--- src/hw/rtl/tpps_pkg.sv ---
// ----------------------------------------------------------------------------
// Tone period prescale select: shared definitions
// Widths, status codes, the prescaler shift table and the beat format that
// pass between the divider stages and the prescaler selection stages.
// ----------------------------------------------------------------------------
package tpps_pkg;

    // Field widths.
    localparam int CLOCK_W   = 31;
    localparam int FREQ_W    = 16;
    localparam int QUOT_W    = CLOCK_W + 1;
    localparam int COUNT_W   = CLOCK_W;
    localparam int PERIOD_W  = 16;
    localparam int COMPARE_W = 15;
    localparam int INDEX_W   = 3;
    localparam int STATUS_W  = 2;

    // Reset value of the clock rate register.
    localparam logic [CLOCK_W-1:0] CLOCK_HZ_RESET = 31'd32000000;

    // Default number of quotient bits produced by one divider stage.
    localparam int DIV_BITS_PER_STAGE = 4;

    // Prescalers, fastest first, and the rounded shift applied before each test.
    localparam int NUM_PRESCALERS = 7;
    localparam int SEL_SPLIT      = 4;
    localparam int PRESCALE_SHIFT [NUM_PRESCALERS] = '{0, 1, 1, 1, 3, 2, 2};

    // Largest count that a 16-bit period can hold.
    localparam logic [COUNT_W-1:0] FIT_LIMIT = 31'h10000;

    typedef enum logic [STATUS_W-1:0] {
        STATUS_OK      = 2'd0,
        STATUS_OFF     = 2'd1,
        STATUS_TOO_LOW = 2'd2
    } t_status;

    // Partial division state: the remainder, the dividend shifting out at the
    // top while the quotient shifts in at the bottom, and the divisor.
    typedef struct packed {
        logic               zero;
        logic [FREQ_W-1:0]  rem;
        logic [QUOT_W-1:0]  dq;
        logic [FREQ_W-1:0]  divisor;
    } t_div_beat;

endpackage

--- src/hw/rtl/tone_period_prescale_select.sv ---
// ----------------------------------------------------------------------------
// Tone period prescale select
// Picks the fastest timer prescaler and the 16-bit period and half-duty
// compare value that produce a requested tone from the configured clock.
// ----------------------------------------------------------------------------
//  channel   handshake                 payload
//  input     i_valid / o_ready         i_frequency
//  result    o_valid / i_ready         o_status, o_prescaler_index,
//                                      o_period_value, o_compare_value
//  config    i_cfg_we                  i_cfg_data (clock rate in hertz)
//
// One beat is accepted every cycle while the result side does not stall;
// each beat passes through the divider stages, each of which resolves
// DIV_BITS quotient bits, and then through the prescaler selection stages.
// Reset empties every stage and loads the clock rate with 32 MHz.
// A stall holds only the stages that are full; empty stages keep filling.
// ----------------------------------------------------------------------------
module tone_period_prescale_select
    import tpps_pkg::*;
#(
    parameter int DIV_BITS = DIV_BITS_PER_STAGE
) (
    input  logic                 i_clk,
    input  logic                 i_rst_n,
    input  logic                 i_cfg_we,
    input  logic [CLOCK_W-1:0]   i_cfg_data,
    input  logic                 i_valid,
    output logic                 o_ready,
    input  logic [FREQ_W-1:0]    i_frequency,
    output logic                 o_valid,
    input  logic                 i_ready,
    output logic [STATUS_W-1:0]  o_status,
    output logic [INDEX_W-1:0]   o_prescaler_index,
    output logic [PERIOD_W-1:0]  o_period_value,
    output logic [COMPARE_W-1:0] o_compare_value
);

    localparam int DIV_STAGES = QUOT_W / DIV_BITS;

    logic [CLOCK_W-1:0] r_clock_hz;
    logic               stg_valid [DIV_STAGES+1];
    logic               stg_ready [DIV_STAGES+1];
    t_div_beat          stg_beat  [DIV_STAGES+1];

    // Clock rate register.
    always_ff @(posedge i_clk) begin
        if (!i_rst_n) begin
            r_clock_hz <= CLOCK_HZ_RESET;
        end else if (i_cfg_we) begin
            r_clock_hz <= i_cfg_data;
        end
    end

    // Division of twice the clock rate by the frequency starts here.
    assign stg_valid[0]        = i_valid;
    assign o_ready             = stg_ready[0];
    assign stg_beat[0].zero    = (i_frequency == '0);
    assign stg_beat[0].rem     = '0;
    assign stg_beat[0].dq      = {r_clock_hz, 1'b0};
    assign stg_beat[0].divisor = i_frequency;

    // Divider pipeline.
    for (genvar g = 0; g < DIV_STAGES; g++) begin : g_div
        tpps_div_stage #(
            .BITS (DIV_BITS)
        ) u_stage (
            .i_clk   (i_clk),
            .i_rst_n (i_rst_n),
            .i_valid (stg_valid[g]),
            .o_ready (stg_ready[g]),
            .i_beat  (stg_beat[g]),
            .o_valid (stg_valid[g+1]),
            .i_ready (stg_ready[g+1]),
            .o_beat  (stg_beat[g+1])
        );
    end

    // Rounding, prescaler walk and result register.
    tpps_select u_select (
        .i_clk             (i_clk),
        .i_rst_n           (i_rst_n),
        .i_valid           (stg_valid[DIV_STAGES]),
        .o_ready           (stg_ready[DIV_STAGES]),
        .i_beat            (stg_beat[DIV_STAGES]),
        .o_valid           (o_valid),
        .i_ready           (i_ready),
        .o_status          (o_status),
        .o_prescaler_index (o_prescaler_index),
        .o_period_value    (o_period_value),
        .o_compare_value   (o_compare_value)
    );

`ifndef NO_ASSERTIONS
    // An off or too-low result carries no setting.
    a_idle_fields : assert property (@(posedge i_clk) disable iff (!i_rst_n)
        o_valid && (o_status != STATUS_OK) |->
            (o_prescaler_index == '0) && (o_period_value == '0))
        else $error("off or too-low result carries a setting");

    // Only the three defined status codes leave the block.
    a_status_code : assert property (@(posedge i_clk) disable iff (!i_rst_n)
        o_valid |-> (o_status == STATUS_OK) || (o_status == STATUS_OFF) ||
                    (o_status == STATUS_TOO_LOW))
        else $error("undefined status code");

    // A chosen prescaler is one of the seven.
    a_index_range : assert property (@(posedge i_clk) disable iff (!i_rst_n)
        o_valid && (o_status == STATUS_OK) |->
            (o_prescaler_index < INDEX_W'(NUM_PRESCALERS)))
        else $error("prescaler index out of range");

    // The pipeline is empty in the cycle after reset.
    a_reset_empty : assert property (@(posedge i_clk)
        !i_rst_n |=> !o_valid)
        else $error("result valid straight after reset");
`endif

endmodule

--- src/hw/rtl/tpps_div_stage.sv ---
// ----------------------------------------------------------------------------
// Tone period prescale select: divider stage
// One registered stage of the restoring divider, producing BITS quotient
// bits per beat, with its own valid bit and stall handling.
// ----------------------------------------------------------------------------
module tpps_div_stage
    import tpps_pkg::*;
#(
    parameter int BITS = DIV_BITS_PER_STAGE
) (
    input  logic      i_clk,
    input  logic      i_rst_n,
    input  logic      i_valid,
    output logic      o_ready,
    input  t_div_beat i_beat,
    output logic      o_valid,
    input  logic      i_ready,
    output t_div_beat o_beat
);

    logic      r_valid;
    t_div_beat r_beat;
    t_div_beat n_beat;

    // The stage can take a beat when it is empty or its beat moves on.
    assign o_ready = !r_valid || i_ready;

    // Restoring division steps: shift one dividend bit into the remainder,
    // subtract the divisor where it fits and record the quotient bit.
    always_comb begin
        logic [FREQ_W:0] trial;
        n_beat = i_beat;
        for (int k = 0; k < BITS; k++) begin
            trial     = {n_beat.rem, n_beat.dq[QUOT_W-1]};
            n_beat.dq = {n_beat.dq[QUOT_W-2:0], 1'b0};
            if (trial >= {1'b0, n_beat.divisor}) begin
                trial        = trial - {1'b0, n_beat.divisor};
                n_beat.dq[0] = 1'b1;
            end
            n_beat.rem = trial[FREQ_W-1:0];
        end
    end

    // Valid bit of the stage.
    always_ff @(posedge i_clk) begin
        if (!i_rst_n) begin
            r_valid <= 1'b0;
        end else if (o_ready) begin
            r_valid <= i_valid;
        end
    end

    // Payload register of the stage.
    always_ff @(posedge i_clk) begin
        if (o_ready && i_valid) begin
            r_beat <= n_beat;
        end
    end

    assign o_valid = r_valid;
    assign o_beat  = r_beat;

endmodule

--- src/hw/rtl/tpps_select.sv ---
// ----------------------------------------------------------------------------
// Tone period prescale select: prescaler selection
// Rounds the quotient to a count, walks the prescaler chain over two
// registered stages and forms the period and compare values.
// ----------------------------------------------------------------------------
module tpps_select
    import tpps_pkg::*;
(
    input  logic                 i_clk,
    input  logic                 i_rst_n,
    input  logic                 i_valid,
    output logic                 o_ready,
    input  t_div_beat            i_beat,
    output logic                 o_valid,
    input  logic                 i_ready,
    output logic [STATUS_W-1:0]  o_status,
    output logic [INDEX_W-1:0]   o_prescaler_index,
    output logic [PERIOD_W-1:0]  o_period_value,
    output logic [COMPARE_W-1:0] o_compare_value
);

    // Halving with rounding: an odd value rounds up.
    function automatic logic [COUNT_W-1:0] half_round(input logic [COUNT_W-1:0] v);
        return (v >> 1) + {{(COUNT_W-1){1'b0}}, v[0]};
    endfunction

    // Rounded shift: drop s-1 bits, then halve with rounding.
    function automatic logic [COUNT_W-1:0] shift_round(input logic [COUNT_W-1:0] v,
                                                       input int s);
        if (s == 0) begin
            return v;
        end
        return half_round(v >> (s - 1));
    endfunction

    // First stage registers.
    logic                 r_a_valid;
    logic                 r_a_zero;
    logic                 r_a_found;
    logic [INDEX_W-1:0]   r_a_index;
    logic [COUNT_W-1:0]   r_a_count;
    logic [COUNT_W-1:0]   r_a_chain;
    logic                 a_ready;

    logic                 n_a_found;
    logic [INDEX_W-1:0]   n_a_index;
    logic [COUNT_W-1:0]   n_a_count;
    logic [COUNT_W-1:0]   n_a_chain;

    // Output stage registers.
    logic                 r_valid;
    logic [STATUS_W-1:0]  r_status;
    logic [INDEX_W-1:0]   r_index;
    logic [PERIOD_W-1:0]  r_period;

    t_status              n_status;
    logic [INDEX_W-1:0]   n_index;
    logic [PERIOD_W-1:0]  n_period;
    logic                 b_found;
    logic [COUNT_W-1:0]   b_count;
    logic [COUNT_W-1:0]   b_chain;
    logic [COUNT_W-1:0]   b_less1;

    assign o_ready = !r_a_valid || a_ready;
    assign a_ready = !r_valid || i_ready;

    // First stage: round the quotient and try the fastest prescalers.
    always_comb begin
        n_a_chain = i_beat.dq[QUOT_W-1:1] + {{(COUNT_W-1){1'b0}}, i_beat.dq[0]};
        n_a_found = 1'b0;
        n_a_index = '0;
        n_a_count = '0;
        for (int k = 0; k < SEL_SPLIT; k++) begin
            n_a_chain = shift_round(n_a_chain, PRESCALE_SHIFT[k]);
            if (!n_a_found && (n_a_chain <= FIT_LIMIT)) begin
                n_a_found = 1'b1;
                n_a_index = INDEX_W'(k);
                n_a_count = n_a_chain;
            end
        end
    end

    always_ff @(posedge i_clk) begin
        if (!i_rst_n) begin
            r_a_valid <= 1'b0;
        end else if (o_ready) begin
            r_a_valid <= i_valid;
        end
    end

    always_ff @(posedge i_clk) begin
        if (o_ready && i_valid) begin
            r_a_zero  <= i_beat.zero;
            r_a_found <= n_a_found;
            r_a_index <= n_a_index;
            r_a_count <= n_a_count;
            r_a_chain <= n_a_chain;
        end
    end

    // Second stage: try the slow prescalers where none fitted, then decide.
    always_comb begin
        b_found = r_a_found;
        n_index = r_a_index;
        b_count = r_a_count;
        b_chain = r_a_chain;
        for (int k = SEL_SPLIT; k < NUM_PRESCALERS; k++) begin
            b_chain = shift_round(b_chain, PRESCALE_SHIFT[k]);
            if (!b_found && (b_chain <= FIT_LIMIT)) begin
                b_found = 1'b1;
                n_index = INDEX_W'(k);
                b_count = b_chain;
            end
        end
        b_less1  = b_count - {{(COUNT_W-1){1'b0}}, 1'b1};
        n_period = b_less1[PERIOD_W-1:0];
        n_status = STATUS_OK;
        if (r_a_zero) begin
            n_status = STATUS_OFF;
            n_index  = '0;
            n_period = '0;
        end else if (!b_found) begin
            n_status = STATUS_TOO_LOW;
            n_index  = '0;
            n_period = '0;
        end
    end

    always_ff @(posedge i_clk) begin
        if (!i_rst_n) begin
            r_valid <= 1'b0;
        end else if (a_ready) begin
            r_valid <= r_a_valid;
        end
    end

    always_ff @(posedge i_clk) begin
        if (a_ready && r_a_valid) begin
            r_status <= n_status;
            r_index  <= n_index;
            r_period <= n_period;
        end
    end

    assign o_valid           = r_valid;
    assign o_status          = r_status;
    assign o_prescaler_index = r_index;
    assign o_period_value    = r_period;
    assign o_compare_value   = r_period[PERIOD_W-1:1];

endmodule

--- config.mk ---
export PLATFORM = sky130hd
export DESIGN_NAME = tone_period_prescale_select
export DESIGN_NICKNAME = d
export VERILOG_FILES = /design/src/hw/rtl/tpps_pkg.sv /design/src/hw/rtl/tone_period_prescale_select.sv /design/src/hw/rtl/tpps_div_stage.sv /design/src/hw/rtl/tpps_select.sv
export SDC_FILE = /design/constraint.sdc
export NUM_CORES = 2
export LEC_CHECK = 0
export BUFFER_PORTS_ARGS = -buffer_cell sky130_fd_sc_hd__buf_2
export CAP_MARGIN = 20
export CORE_ASPECT_RATIO = 0.6
export CORE_UTILIZATION = 35
export CTS_BUF_LIST = sky130_fd_sc_hd__clkbuf_4 sky130_fd_sc_hd__clkbuf_8
export DETAILED_ROUTE_END_ITERATION = 7
export PLACE_DENSITY = 0.54
export SLEW_MARGIN = 25
export SYNTH_ARGS = -nofsm -noshare
export SYNTH_HDL_FRONTEND = slang
export SYNTH_SLANG_ARGS = --single-unit
--- constraint.sdc ---
create_clock -name i_clk -period 17.5 [get_ports i_clk]
set_input_delay 4.375 -clock i_clk [delete_from_list [all_inputs] [get_ports i_clk]]
set_output_delay 4.375 -clock i_clk [all_outputs]
set_load 0.005 [all_outputs]
==> qor.yml <==
synthFlopType: "sky130_fd_sc_hd__edfxtp_1"
route.detailed.drc: 0
grt_pass1_vias: 39700
synthDominantCellAreaShare: 0.314
syn-cell-area_um2: 52700
globalRouteOverflowTotal: 0
drv_cap: 0
synth_top_cell_by_area: "sky130_fd_sc_hd__edfxtp_1"
netlist-cell-type-count: 119
setup.reg_to_reg.worst_slack_ns: 1.65
largest_net_degree_at_the_start_of_global_routing: 65
antenna_violating_nets_post_route: 0
initial_antenna_violation_count: 6
finalHoldViolCount: 0
dp_hpwl_um: 124000
design.final.nets: 6387
routed_wl_um: 155000
syn_to_final_growth_pct: 10.2
groute.usage.overall: 0.201
number_of_enable_flip_flop_cells_after_synthesis: 551
criticalPathCategory: "in2reg"
ctsRootBufferMaster: "sky130_fd_sc_hd__clkbuf_8"
synth.top_cells.by_count: "551 x sky130_fd_sc_hd__edfxtp_1, 515 x sky130_fd_sc_hd__ha_1, 494 x sky130_fd_sc_hd__inv_1"
synthMostInstantiatedCell: "sky130_fd_sc_hd__edfxtp_1"
cpMaxStageDelayCell: "sky130_fd_sc_hd__or4_4"
worstSkewPairLatency_ns: 0.84
placement_rows: 109
layout.filler_cells: 14900
endpoint_kind: "register"
worst_path_largest_cell_delay_ns: 0.56
finalInstanceArea_um2: 58000
clock_tree.htree_level_count: 3
route.vias.total: 43200
synth_sequential_area_ratio: 0.330
core_region_area_um2: 148000
cp_data_arrival_time_ns: 16.83
cp.buffers_inverters: 5
firstDrtPassIters: 6
die_width_um: 503
clock_skew_ns: 0.0824
status: "finished, final reports clean"
critical-path-top-cell-by-count: "sky130_fd_sc_hd__o21ai_0"
rsz0062_at_grt: "no"
timing_max_transition_violations_final: 0
clk_pin_slew_worst_paths_ns: 0.06
timing.critical_path.required_ns: 18.07
pin_count: 90
max-clock-path-buffers: 3
setup_violators_final: 0
cts_inserted_buffers: 99
worst_slew_pin_slew_ns: 1.06
yosys_warnings: 0
grt_pass1_wl_um: 238000
ys_async_sr_fraction: 0
die_area_um2: 152000
detail_route.iter0.violations: 4473
netlist_top_cells_area: "sky130_fd_sc_hd__edfxtp_1 31%, sky130_fd_sc_hd__ha_1 12%, sky130_fd_sc_hd__mux2_2 6.1%, sky130_fd_sc_hd__xnor2_1 5.3%, sky130_fd_sc_hd__inv_1 3.5%"
routedWlPerCell_um: 19.7
hold_class: "reg2reg"
peak_clock_frequency_supported_by_timing_mhz: 61.5
die_h_um: 303
cts_tree: "yes"
ff_latch_area_um2: 17400
whs_ns: 0.386
postSynthRegisterBits: 592
maxSlewHeadroom: 0.289
worst_setup_path_start_kind: "input port"
cts.sinks: 592
placement.cell_area_um2: 55700
viasPerCell: 5.49
multiInputGateArea_um2: 33100
worst-path-max-fanout: 17
syn_avg_cell_area_um2: 9.29
routabilityCongestion: 0.922
final.period_utilization: 0.929
initial_core_util: 0.355
final_layout_size_suffix_gt1_frac: 0.127
post-route-min-period_ns: 16.26
port_buffers: 89
synthCells: 5673
family_with_the_most_delay_on_the_worst_path: "compound AO/OA/AOI/OAI gates"
final_core_util: 0.391
path summary, 6_finish.rpt:
path	start	to	cells after the start
worst max register to register	g_div[5].u_stage.o_beat[1]	g_div[6].u_stage.o_beat[49]	65
worst min register to register	g_div[6].u_stage.o_beat[39]	g_div[7].u_stage.o_beat[43]	0
worst min-delay path	g_div[6].u_stage.o_beat[39]	g_div[7].u_stage.o_beat[43]	0
worst max-delay path	i_frequency[4]	g_div[0].u_stage.o_beat[55]	59
through the flow:
step	setup TNS, ns	instances	setup slack [ns]
floorplan	0	5674	1.41
global placement	-1.97	7685	-0.144
detailed placement	0	7686	0.224
CTS	0	7873	0.981
global route	0	7877	0.0215
finish	0	7877	1.24
metal layers:
metal / global-route usage / part of all wire / wire length [µm] / vias up
met3: 0.0427 / 0.084 / 13000 / 147
met1: 0.338 / 0.55 / 85400 / 20400
met2: 0.252 / 0.35 / 54700 / 1486
met5: 0 / 0 / 0 / -
li1: - / - / - / 21200
met4: 0.0355 / 0.014 / 2100 / 0
state kept, by name, indices dropped and copies added, names as in the netlist, 2 cells and up:
register and cells:
r_clock_hz 31, u_select.o_period_value 16, u_select.r_a_count 16, u_select.r_a_index 2, u_select.r_a_chain 29, g_div.u_stage.o_beat 481, u_select.o_status 2, g_div.u_stage.o_valid 8
u_select.o_prescaler_index 3
area by class of cell:
type | instances | share of cell area
clock buffer | 123 | 0.0274
tap | 1998 | 0.0431
clock inverter | 64 | 0.0117
inverter | 496 | 0.0321
antenna | 3 | 0.000129
sequential | 592 | 0.299
multi-input combinational | 4445 | 0.570
timing repair buffer | 156 | 0.0166
worst register-to-register path, delay by kind of cell (launching register included):
| kind | cells | cell delay [ns] |
|---|---|---|
| multiplexers | 2 | 0.57 |
| buffers and inverters | 8 | 1.68 |
| AND/OR/NAND/NOR | 6 | 0.79 |
| adder cells (fa/ha/maj) | 4 | 1.28 |
| AO/OA/AOI/OAI | 45 | 10.67 |
| flip-flops | 1 | 0.52 |
placed cells by master (no fill, tap or decap), types with 58 or more instances in the layout:
cell type                    n
sky130_fd_sc_hd__edfxtp_1  551
sky130_fd_sc_hd__ha_1      515
sky130_fd_sc_hd__inv_1     494
sky130_fd_sc_hd__nor2_1    437
sky130_fd_sc_hd__nand2_1   388
sky130_fd_sc_hd__a21oi_1   333
sky130_fd_sc_hd__o21ai_0   324
sky130_fd_sc_hd__xnor2_1   318
sky130_fd_sc_hd__mux2_2    285
sky130_fd_sc_hd__nand4_1   146
sky130_fd_sc_hd__nor3_1    132
sky130_fd_sc_hd__nand3_1   124
sky130_fd_sc_hd__nor2b_1   119
sky130_fd_sc_hd__xor2_1    115
sky130_fd_sc_hd__a21o_1    107
sky130_fd_sc_hd__clkbuf_8  107
sky130_fd_sc_hd__a21boi_0  104
sky130_fd_sc_hd__buf_2      88
sky130_fd_sc_hd__mux2i_1    85
sky130_fd_sc_hd__o21a_1     73
sky130_fd_sc_hd__nor4_1     72
sky130_fd_sc_hd__o31ai_1    72
sky130_fd_sc_hd__buf_4      67
sky130_fd_sc_hd__nand2b_1   58
cell families (layout without fill, tap and decap cells):
kind of cell | Yosys count | in the layout | share of synthesized area
DFF | 592 | 592 | 0.330
adders and majority gates | 545 | 545 | 0.134
muxes | 374 | 374 | 0.0783
xor gates and xnor gates | 439 | 439 | 0.0737
buffers and inverters | 637 | 839 | 0.0482
AOI/OAI and AO/OA | 1357 | 1357 | 0.168
and+or+nand+nor | 1728 | 1728 | 0.168
other | 1 | 5 | 0.0000712
what timing repair did:
| item | CTS | global route |
|---|---|---|
| hold buffers | 0 | 0 |
| buffers inserted | 0 | 1 |
| endpoints found under the setup margin | 0 | 34 |
| gates resized for setup | 0 | 9 |
Power is left out: the tool's default activity adds up to more than one toggle a clock period on the data nets, which glitch-free logic cannot reach.
